## src/xsr_pkg.sv

```systemverilog
// Shared types and constants for the xoshiro256** byte generator.
package xsr_pkg;

  localparam int unsigned WORD_W  = 64;
  localparam int unsigned COUNT_W = 10;
  localparam int unsigned BYTES_W = 4;
  localparam int unsigned MAX_BYTES = 512;

  localparam logic [WORD_W-1:0] SEED_SUBST = 64'hdeadbeefcafe1234;
  localparam logic [WORD_W-1:0] SM_GAMMA   = 64'h9e3779b97f4a7c15;
  localparam logic [WORD_W-1:0] SM_MUL1    = 64'hbf58476d1ce4e5b9;
  localparam logic [WORD_W-1:0] SM_MUL2    = 64'h94d049bb133111eb;

  localparam logic STATUS_OK        = 1'b0;
  localparam logic STATUS_NO_SOURCE = 1'b1;

  localparam logic KIND_RESEED = 1'b0;
  localparam logic KIND_FILL   = 1'b1;

  typedef struct packed {
    logic               fill;
    logic [COUNT_W-1:0] count;
  } cmd_t;

  typedef enum logic [1:0] {
    SD_IDLE,
    SD_ADD,
    SD_MUL1,
    SD_MUL2
  } seed_state_e;

  typedef enum logic [1:0] {
    BK_IDLE,
    BK_SEED,
    BK_FILL
  } back_state_e;

endpackage

```

## src/xsr_front.sv

```systemverilog
// Front end: accepts items, clamps the byte count and queues commands.
module xsr_front #(
  parameter int unsigned MaxBytes = xsr_pkg::MAX_BYTES
) (
  input  logic                        clk_i,
  input  logic                        rst_ni,
  input  logic                        in_valid_i,
  output logic                        in_stall_o,
  input  logic                        kind_i,
  input  logic [xsr_pkg::COUNT_W-1:0] byte_count_i,
  output logic                        cmd_valid_o,
  output xsr_pkg::cmd_t               cmd_o,
  input  logic                        cmd_ready_i
);

  localparam logic [xsr_pkg::COUNT_W-1:0] CountMax = xsr_pkg::COUNT_W'(MaxBytes);

  xsr_pkg::cmd_t q_mem_q [2];
  xsr_pkg::cmd_t cmd_in;
  logic          wr_ptr_q, wr_ptr_d;
  logic          rd_ptr_q, rd_ptr_d;
  logic [1:0]    cnt_q, cnt_d;
  logic          push, pop;

  always_comb begin
    cmd_in.fill  = (kind_i == xsr_pkg::KIND_FILL);
    cmd_in.count = (byte_count_i > CountMax) ? CountMax : byte_count_i;
  end

  assign in_stall_o  = (cnt_q == 2'd2);
  assign cmd_valid_o = (cnt_q != 2'd0);
  assign cmd_o       = q_mem_q[rd_ptr_q];
  assign push        = in_valid_i && !in_stall_o;
  assign pop         = cmd_valid_o && cmd_ready_i;

  always_comb begin
    wr_ptr_d = push ? ~wr_ptr_q : wr_ptr_q;
    rd_ptr_d = pop ? ~rd_ptr_q : rd_ptr_q;
    cnt_d    = cnt_q + 2'(push) - 2'(pop);
  end

  always_ff @(posedge clk_i) begin
    if (push) begin
      q_mem_q[wr_ptr_q] <= cmd_in;
    end
  end

  always_ff @(posedge clk_i or negedge rst_ni) begin
    if (!rst_ni) begin
      wr_ptr_q <= 1'b0;
      rd_ptr_q <= 1'b0;
      cnt_q    <= 2'd0;
    end else begin
      wr_ptr_q <= wr_ptr_d;
      rd_ptr_q <= rd_ptr_d;
      cnt_q    <= cnt_d;
    end
  end

endmodule

```

## src/xsr_seed.sv

```systemverilog
// Splitmix64 seed expander with one shared 32x32 multiplier.
module xsr_seed (
  input  logic                       clk_i,
  input  logic                       rst_ni,
  input  logic                       start_i,
  input  logic [xsr_pkg::WORD_W-1:0] seed_i,
  output logic                       done_o,
  output logic [xsr_pkg::WORD_W-1:0] words_o [4]
);

  xsr_pkg::seed_state_e state_q, state_d;

  logic [1:0]  ph_q, ph_d;
  logic [1:0]  idx_q, idx_d;
  logic [63:0] acc_q, acc_d;
  logic [63:0] z_q, z_d;
  logic [63:0] prod_q, prod_d;
  logic [63:0] words_q [4];
  logic        done_q, done_d;
  logic        wr_word;
  logic [63:0] wr_data;

  logic [63:0] mul_b;
  logic [31:0] op_a, op_b;
  logic [63:0] pp;
  logic [63:0] prod_sum;
  logic [63:0] acc_sum;

  assign mul_b    = (state_q == xsr_pkg::SD_MUL1) ? xsr_pkg::SM_MUL1 : xsr_pkg::SM_MUL2;
  assign op_a     = (ph_q == 2'd2) ? z_q[63:32] : z_q[31:0];
  assign op_b     = (ph_q == 2'd1) ? mul_b[63:32] : mul_b[31:0];
  assign pp       = op_a * op_b;
  assign prod_sum = (ph_q == 2'd0) ? pp : prod_q + {pp[31:0], 32'd0};
  assign acc_sum  = acc_q + xsr_pkg::SM_GAMMA;

  always_comb begin
    state_d = state_q;
    unique case (state_q)
      xsr_pkg::SD_IDLE: begin
        if (start_i) state_d = xsr_pkg::SD_ADD;
      end
      xsr_pkg::SD_ADD: begin
        state_d = xsr_pkg::SD_MUL1;
      end
      xsr_pkg::SD_MUL1: begin
        if (ph_q == 2'd2) state_d = xsr_pkg::SD_MUL2;
      end
      xsr_pkg::SD_MUL2: begin
        if (ph_q == 2'd2) state_d = (idx_q == 2'd3) ? xsr_pkg::SD_IDLE : xsr_pkg::SD_ADD;
      end
      default: state_d = xsr_pkg::SD_IDLE;
    endcase
  end

  always_comb begin
    acc_d   = acc_q;
    z_d     = z_q;
    prod_d  = prod_q;
    ph_d    = ph_q;
    idx_d   = idx_q;
    done_d  = 1'b0;
    wr_word = 1'b0;
    wr_data = prod_sum ^ (prod_sum >> 31);
    unique case (state_q)
      xsr_pkg::SD_IDLE: begin
        if (start_i) begin
          acc_d = (seed_i == '0) ? xsr_pkg::SEED_SUBST : seed_i;
          idx_d = 2'd0;
          ph_d  = 2'd0;
        end
      end
      xsr_pkg::SD_ADD: begin
        acc_d = acc_sum;
        z_d   = acc_sum ^ (acc_sum >> 30);
        ph_d  = 2'd0;
      end
      xsr_pkg::SD_MUL1: begin
        prod_d = prod_sum;
        ph_d   = ph_q + 2'd1;
        if (ph_q == 2'd2) begin
          z_d  = prod_sum ^ (prod_sum >> 27);
          ph_d = 2'd0;
        end
      end
      xsr_pkg::SD_MUL2: begin
        prod_d = prod_sum;
        ph_d   = ph_q + 2'd1;
        if (ph_q == 2'd2) begin
          ph_d    = 2'd0;
          wr_word = 1'b1;
          idx_d   = idx_q + 2'd1;
          done_d  = (idx_q == 2'd3);
        end
      end
      default: ;
    endcase
  end

  always_ff @(posedge clk_i) begin
    acc_q  <= acc_d;
    z_q    <= z_d;
    prod_q <= prod_d;
    if (wr_word) begin
      words_q[idx_q] <= wr_data;
    end
  end

  always_ff @(posedge clk_i or negedge rst_ni) begin
    if (!rst_ni) begin
      state_q <= xsr_pkg::SD_IDLE;
      ph_q    <= 2'd0;
      idx_q   <= 2'd0;
      done_q  <= 1'b0;
    end else begin
      state_q <= state_d;
      ph_q    <= ph_d;
      idx_q   <= idx_d;
      done_q  <= done_d;
    end
  end

  assign done_o  = done_q;
  assign words_o = words_q;

endmodule

```

## src/xsr_back.sv

```systemverilog
// Back end: runs commands, steps the xoshiro256** state, drives the result register.
module xsr_back (
  input  logic                        clk_i,
  input  logic                        rst_ni,
  input  logic                        cmd_valid_i,
  input  xsr_pkg::cmd_t               cmd_i,
  output logic                        cmd_ready_o,
  output logic                        seed_start_o,
  input  logic                        seed_done_i,
  input  logic [xsr_pkg::WORD_W-1:0]  seed_words_i [4],
  output logic                        out_valid_o,
  input  logic                        out_stall_i,
  output logic [xsr_pkg::WORD_W-1:0]  word_o,
  output logic [xsr_pkg::BYTES_W-1:0] bytes_valid_o,
  output logic                        status_o,
  output logic                        last_o
);

  xsr_pkg::back_state_e state_q, state_d;

  logic [63:0]                 gen_q [4];
  logic [63:0]                 gen_next [4];
  logic                        seeded_q, seeded_d;
  logic [xsr_pkg::COUNT_W-1:0] rem_q, rem_d;

  logic                        out_valid_q, out_valid_d;
  logic [63:0]                 word_q;
  logic [xsr_pkg::BYTES_W-1:0] bytes_q;
  logic                        status_q, last_q;

  logic                        out_free;
  logic                        emit, adv, load_seed;
  logic [63:0]                 emit_word;
  logic [xsr_pkg::BYTES_W-1:0] emit_bytes;
  logic                        emit_status, emit_last;
  logic                        rem_last;
  logic [xsr_pkg::BYTES_W-1:0] chunk;

  logic [63:0] t17, n0, n1, n2, n3;
  logic [63:0] a5, r7, res;

  assign out_free = !out_valid_q || !out_stall_i;
  assign rem_last = (rem_q <= xsr_pkg::COUNT_W'(8));
  assign chunk    = rem_last ? rem_q[xsr_pkg::BYTES_W-1:0] : xsr_pkg::BYTES_W'(8);

  always_comb begin
    a5  = gen_q[1] + (gen_q[1] << 2);
    r7  = {a5[56:0], a5[63:57]};
    res = r7 + (r7 << 3);
    t17 = gen_q[1] << 17;
    n2  = gen_q[2] ^ gen_q[0];
    n3  = gen_q[3] ^ gen_q[1];
    n1  = gen_q[1] ^ n2;
    n0  = gen_q[0] ^ n3;
    gen_next[0] = n0;
    gen_next[1] = n1;
    gen_next[2] = n2 ^ t17;
    gen_next[3] = {n3[18:0], n3[63:19]};
  end

  always_comb begin
    state_d = state_q;
    unique case (state_q)
      xsr_pkg::BK_IDLE: begin
        if (cmd_valid_i) begin
          if (!cmd_i.fill) begin
            state_d = xsr_pkg::BK_SEED;
          end else if (seeded_q && cmd_i.count != '0) begin
            state_d = xsr_pkg::BK_FILL;
          end
        end
      end
      xsr_pkg::BK_SEED: begin
        if (seed_done_i) state_d = xsr_pkg::BK_IDLE;
      end
      xsr_pkg::BK_FILL: begin
        if (out_free && rem_last) state_d = xsr_pkg::BK_IDLE;
      end
      default: state_d = xsr_pkg::BK_IDLE;
    endcase
  end

  always_comb begin
    cmd_ready_o  = 1'b0;
    seed_start_o = 1'b0;
    load_seed    = 1'b0;
    seeded_d     = seeded_q;
    rem_d        = rem_q;
    emit         = 1'b0;
    adv          = 1'b0;
    emit_word    = '0;
    emit_bytes   = '0;
    emit_status  = xsr_pkg::STATUS_OK;
    emit_last    = 1'b1;
    unique case (state_q)
      xsr_pkg::BK_IDLE: begin
        if (cmd_valid_i) begin
          if (!cmd_i.fill) begin
            cmd_ready_o  = 1'b1;
            seed_start_o = 1'b1;
          end else if (!seeded_q) begin
            cmd_ready_o = out_free;
            emit        = out_free;
            emit_status = xsr_pkg::STATUS_NO_SOURCE;
          end else if (cmd_i.count == '0) begin
            cmd_ready_o = out_free;
            emit        = out_free;
          end else begin
            cmd_ready_o = 1'b1;
            rem_d       = cmd_i.count;
          end
        end
      end
      xsr_pkg::BK_SEED: begin
        if (seed_done_i) begin
          load_seed = 1'b1;
          seeded_d  = 1'b1;
        end
      end
      xsr_pkg::BK_FILL: begin
        if (out_free) begin
          emit       = 1'b1;
          adv        = 1'b1;
          emit_word  = res;
          emit_bytes = chunk;
          emit_last  = rem_last;
          rem_d      = rem_q - xsr_pkg::COUNT_W'(chunk);
        end
      end
      default: ;
    endcase
  end

  assign out_valid_d = out_free ? emit : out_valid_q;

  always_ff @(posedge clk_i) begin
    if (load_seed) begin
      gen_q <= seed_words_i;
    end else if (adv) begin
      gen_q <= gen_next;
    end
    if (emit) begin
      word_q   <= emit_word;
      bytes_q  <= emit_bytes;
      status_q <= emit_status;
      last_q   <= emit_last;
    end
    rem_q <= rem_d;
  end

  always_ff @(posedge clk_i or negedge rst_ni) begin
    if (!rst_ni) begin
      state_q     <= xsr_pkg::BK_IDLE;
      seeded_q    <= 1'b0;
      out_valid_q <= 1'b0;
    end else begin
      state_q     <= state_d;
      seeded_q    <= seeded_d;
      out_valid_q <= out_valid_d;
    end
  end

  assign out_valid_o   = out_valid_q;
  assign word_o        = word_q;
  assign bytes_valid_o = bytes_q;
  assign status_o      = status_q;
  assign last_o        = last_q;

endmodule

```

## src/xoshiro256ss_byte_generator.sv

```systemverilog
// Top level of the xoshiro256** byte generator with splitmix64 seeding.
//
// Input channel (in_valid_i / in_stall_o): kind_i = 0 reseeds from the seed
// register, kind_i = 1 requests byte_count_i random bytes (clamped to MaxBytes).
// Config channel (cfg_valid_i / cfg_ready_o): writes the 64-bit seed; always ready.
// Output channel (out_valid_o / out_stall_i): one 64-bit word per started group
// of 8 bytes, bytes_valid_o low bytes valid, last_o on the final word.
// A fill before any reseed gives one word with status_o = 1; a zero count
// gives one empty word with last_o set.
// A fill passes the command queue and the back end's IDLE state before its first
// word reaches the output register. Throughput: one word per cycle while
// out_stall_i is low, so a request of N bytes gives ceil(N/8) words.
// Reseed runs four splitmix64 steps on one 32x32 multiplier, each through the
// ADD, MUL1 and MUL2 states; fills queued behind it wait.
// A two-entry command queue lets items be taken while the back end works.
// Reset clears the seed register and the seeded flag and empties the queue.
// While out_stall_i is high and a word is valid, the result register holds and no new word is emitted.
module xoshiro256ss_byte_generator #(
  parameter int unsigned MaxBytes = xsr_pkg::MAX_BYTES
) (
  input  logic                        clk_i,
  input  logic                        rst_ni,
  input  logic                        cfg_valid_i,
  output logic                        cfg_ready_o,
  input  logic [xsr_pkg::WORD_W-1:0]  cfg_data_i,
  input  logic                        in_valid_i,
  output logic                        in_stall_o,
  input  logic                        kind_i,
  input  logic [xsr_pkg::COUNT_W-1:0] byte_count_i,
  output logic                        out_valid_o,
  input  logic                        out_stall_i,
  output logic [xsr_pkg::WORD_W-1:0]  word_o,
  output logic [xsr_pkg::BYTES_W-1:0] bytes_valid_o,
  output logic                        status_o,
  output logic                        last_o
);

  logic [xsr_pkg::WORD_W-1:0] seed_q;
  logic                       cmd_valid;
  xsr_pkg::cmd_t              cmd;
  logic                       cmd_ready;
  logic                       seed_start;
  logic                       seed_done;
  logic [xsr_pkg::WORD_W-1:0] seed_words [4];

  assign cfg_ready_o = 1'b1;

  always_ff @(posedge clk_i or negedge rst_ni) begin
    if (!rst_ni) begin
      seed_q <= '0;
    end else if (cfg_valid_i && cfg_ready_o) begin
      seed_q <= cfg_data_i;
    end
  end

  xsr_front #(
    .MaxBytes(MaxBytes)
  ) u_front (
    .clk_i        (clk_i),
    .rst_ni       (rst_ni),
    .in_valid_i   (in_valid_i),
    .in_stall_o   (in_stall_o),
    .kind_i       (kind_i),
    .byte_count_i (byte_count_i),
    .cmd_valid_o  (cmd_valid),
    .cmd_o        (cmd),
    .cmd_ready_i  (cmd_ready)
  );

  xsr_seed u_seed (
    .clk_i   (clk_i),
    .rst_ni  (rst_ni),
    .start_i (seed_start),
    .seed_i  (seed_q),
    .done_o  (seed_done),
    .words_o (seed_words)
  );

  xsr_back u_back (
    .clk_i         (clk_i),
    .rst_ni        (rst_ni),
    .cmd_valid_i   (cmd_valid),
    .cmd_i         (cmd),
    .cmd_ready_o   (cmd_ready),
    .seed_start_o  (seed_start),
    .seed_done_i   (seed_done),
    .seed_words_i  (seed_words),
    .out_valid_o   (out_valid_o),
    .out_stall_i   (out_stall_i),
    .word_o        (word_o),
    .bytes_valid_o (bytes_valid_o),
    .status_o      (status_o),
    .last_o        (last_o)
  );

  a_no_source_single : assert property (@(posedge clk_i) disable iff (!rst_ni)
    out_valid_o && status_o |-> last_o && bytes_valid_o == '0 && word_o == '0)
    else $error("no-source result malformed");

  a_full_unless_last : assert property (@(posedge clk_i) disable iff (!rst_ni)
    out_valid_o && !last_o |-> bytes_valid_o == xsr_pkg::BYTES_W'(8) && status_o == 1'b0)
    else $error("non-final word not full");

  a_bytes_range : assert property (@(posedge clk_i) disable iff (!rst_ni)
    out_valid_o |-> bytes_valid_o <= xsr_pkg::BYTES_W'(8))
    else $error("bytes_valid out of range");

endmodule

```

## config.mk

```make
export PLATFORM = sky130hd
export DESIGN_NAME = xoshiro256ss_byte_generator
export DESIGN_NICKNAME = d
export VERILOG_FILES = /design/src/xsr_pkg.sv /design/src/xsr_front.sv /design/src/xsr_seed.sv /design/src/xsr_back.sv /design/src/xoshiro256ss_byte_generator.sv
export SDC_FILE = /design/constraint.sdc
export NUM_CORES = 2
export LEC_CHECK = 0
export BUFFER_PORTS_ARGS = -buffer_cell sky130_fd_sc_hd__buf_2
export CAP_MARGIN = 10
export CORE_ASPECT_RATIO = 0.75
export CORE_MARGIN = 3
export CORE_UTILIZATION = 50
export DETAILED_ROUTE_END_ITERATION = 8
export PLACE_DENSITY = 0.65
export SYNTH_ARGS = -nofsm -noshare
export SYNTH_HDL_FRONTEND = slang
export SYNTH_HIERARCHICAL = 1
export SYNTH_SLANG_ARGS = --single-unit
```

## constraint.sdc

```tcl
create_clock -name clk_i -period 11 [get_ports clk_i]
set_clock_uncertainty 0.2 [all_clocks]
set_input_delay 1.65 -clock clk_i [delete_from_list [all_inputs] [get_ports clk_i]]
set_output_delay 1.65 -clock clk_i [all_outputs]
set_load 0.02 [all_outputs]
```

==> metrics <==
status complete, no violations; clock latency on the worst-skew pair just over 0.7 ns; Die Y 345 µm; Final Cycle Share 97.6%; Crit Path Max Fanout 12; WL final 257000 µm; initial antenna violation count 20; Max Fclk slightly above 90 MHz; Worst Reg-to-Reg Cells 36; WP data required 11.21 ns; Total GRT Usage 32.2%; slowest cell on the critical path fa_1; relative slew slack 9.13%; wire per inst 27.0 µm; RR Startpoint u_seed/ph_q[0]$_DFFE_PN0P_; Pre-Repair DR Iteration Count 6; Clock Sinks between 800 and 900; Tmin final ~11 ns; largest net degree at the start of global routing 208; hold buffers post-CTS 0; Final ANT Viol Nets 0; Mean Syn Cell Area 10.8 µm²; Synth Flop Type edfxtp_1; vias in the first global route 53600; Worst setup SP type register; count of input and output buffers 151; layout cells sized above 1 12.5%; syn_nets between 8000 and 9000; yosys warns 6; grt ovf 0; Vias/cell 5.82; CP Capture Type register; die area 158000 µm²; worst hold endpoint u_front/wr_ptr_q$_DFFE_PN0P_; P&R area growth vs syn 10.6%; Final Net Count 8836; total CTS buffers 84; post-DP HPWL 213000 µm; CTS clk-pin slew, worst paths 0.08 ns; RSZ-0062 raised after global routing yes; Slew @ Worst Pin 1.35 ns; number of synthesized flops with an enable pin 806; Layout fillers 13100; H-tree Lvls 3; most frequent cells in the layout inv_1, fa_1, edfxtp_1, nor2_1, ha_1; most common cell after layout, fill and taps aside inv_1; I/O pins 153; reg2reg end u_seed/z_q[25]$_DFFE_PP_; first-pass GRT wire length 373000 µm; ys async rst share 8.93%; Die X 458 µm; Initial Util 50.7%; met2 usage in global routing 41.2%; worst hold slack 0.300 ns; total number of vias 55300; CTS tree done; core area 151000 µm²; hold crit path type register to register; clk root buf clkbuf_16; deepest clock path buffer count 3; setup slack, reg-to-reg around 0.27 ns; Final setup viols 0; worst hold start u_front/wr_ptr_q$_DFFE_PN0P_; synthesized area 76700 µm²; row cnt 123; crit path from u_seed/ph_q[0]$_DFFE_PN0P_; Worst path max stage delay between 0.7 and 0.8 ns; hold depth 1; DR iter-0 viols between 6000 and 7000; post-synthesis register bit count 885; GR Layer Usage met1 52.4%; Slew Viols, Final 0; kind of critical path register to register; drt drc 0; Syn Inst Count 7075; Yosys cell types roughly 110; post-synthesis sequential area ratio ~34%; most frequent CP cell fa_1; GP Congestion ~1.1; Max-cap violations 0; Fin. Hold Viols 0; global route hottest layer met1; met3 usage a little under an eighth; crit path DAT 10.95 ns
synthesized netlist by cell type (47+ instances only):
library cell  number  area [µm²]
mux2_2           115        1290
clkbuf_1         177         664
a21oi_1          491        2460
nand4_1           54         338
nor2b_1           47         294
nand3_1           52         260
nor3_1            71         355
dfrtp_1           79        1980
and2_1            63         394
mux2i_1           57         571
mux2_4            60         901
a21o_1           124         931
o21bai_1          49         368
inv_1           1043        3920
nor2_1           672        2520
fa_1             825       16500
edfxtp_1         806       24200
xor2_1           265        2320
o21ai_0          161         806
xnor2_1          406        3560
nand2_1          412        1550
ha_1             496        6210
per-stage QoR:
stage | area [µm²] | cells | utilization (%) | setup slack (ns) | TNS (ns)
after floorplan | 76700 | 7075 | - | 0.146 | 0
after global placement | 81800 | 9347 | 54.1 | 0.216 | 0
after detailed placement | 81800 | 9347 | 54.1 | 0.144 | 0
after CTS | 84600 | 9495 | 56.0 | 0.0207 | 0
after global routing | 84800 | 9498 | 56.1 | -0.121 | -0.886
final | 84800 | 9504 | 56.1 | 0.266 | 0
area by class of cell:
cell class                 instances  area (µm²)  share of cell area (%)
multi-input combinational       4910       45800                    54.0
sequential                       885       26200                    30.9
inverter                        1051        3960                    4.67
timing repair buffer             503        3600                    4.24
tap                             2000        2500                    2.95
clock buffer                     102        2200                    2.59
clock inverter                    46         539                   0.636
antenna                            7        17.5                  0.0207
routing by layer:
layer	vias to the layer above	share of wire, %
li1	24300	-
met1	27800	47
met2	2895	38
met3	275	14
met4	14	1.6
met5	-	0.038
flip-flops by register name, indices dropped and copies added (netlist names), 4 cells and up:
| signal | cells |
|---|---|
| u_seed/prod_q | 64 |
| u_seed/words_o | 256 |
| u_back/word_o | 64 |
| u_seed/acc_q | 64 |
| u_seed/z_q | 64 |
| seed_q | 64 |
| u_back/bytes_valid_o | 4 |
| u_back/gen_q | 256 |
| u_back/rem_q | 10 |
| u_front/q_mem_q | 22 |
worst max-delay path: cells and delay by family (launching register included):
family / cells / cell delay [ns]
and+or+nand+nor: 7 / 1.58
xor gates and xnor gates: 1 / 0.27
muxes: 2 / 0.51
buffers and inverters: 12 / 1.60
DFF: 1 / 0.49
adders and majority gates: 9 / 4.84
AOI/OAI and AO/OA: 5 / 0.92
repair_timing:
item	in CTS	in global routing
setup endpoints to repair	0	162
gates resized for setup	0	46
endpoints found under the hold margin	0	0
buffers inserted	0	1
how the worst max path moves through the flow:
stage,endpoint
after floorplan,u_seed/z_q[35]$_DFFE_PP_
after global placement,u_seed/words_o[96]$_DFFE_PP_
after detailed placement,u_seed/words_o[160]$_DFFE_PP_
after CTS,u_seed/words_o[224]$_DFFE_PP_
after global routing,u_seed/z_q[62]$_DFFE_PP_
final,u_seed/z_q[25]$_DFFE_PP_
cell families after synthesis:
group / after synthesis / synth area share (%)
AOI/OAI and AO/OA: 1113 / 9.15
muxes: 232 / 3.61
buffers and inverters: 1280 / 6.46
and+or+nand+nor: 1565 / 9.19
DFF: 885 / 34.1
adders and majority gates: 1321 / 29.6
xor gates and xnor gates: 676 / 7.79
other: 3 / 0.0147
Power is not shown: default switching activity piles up to over one toggle a cycle in this logic, so the estimate is an artifact.
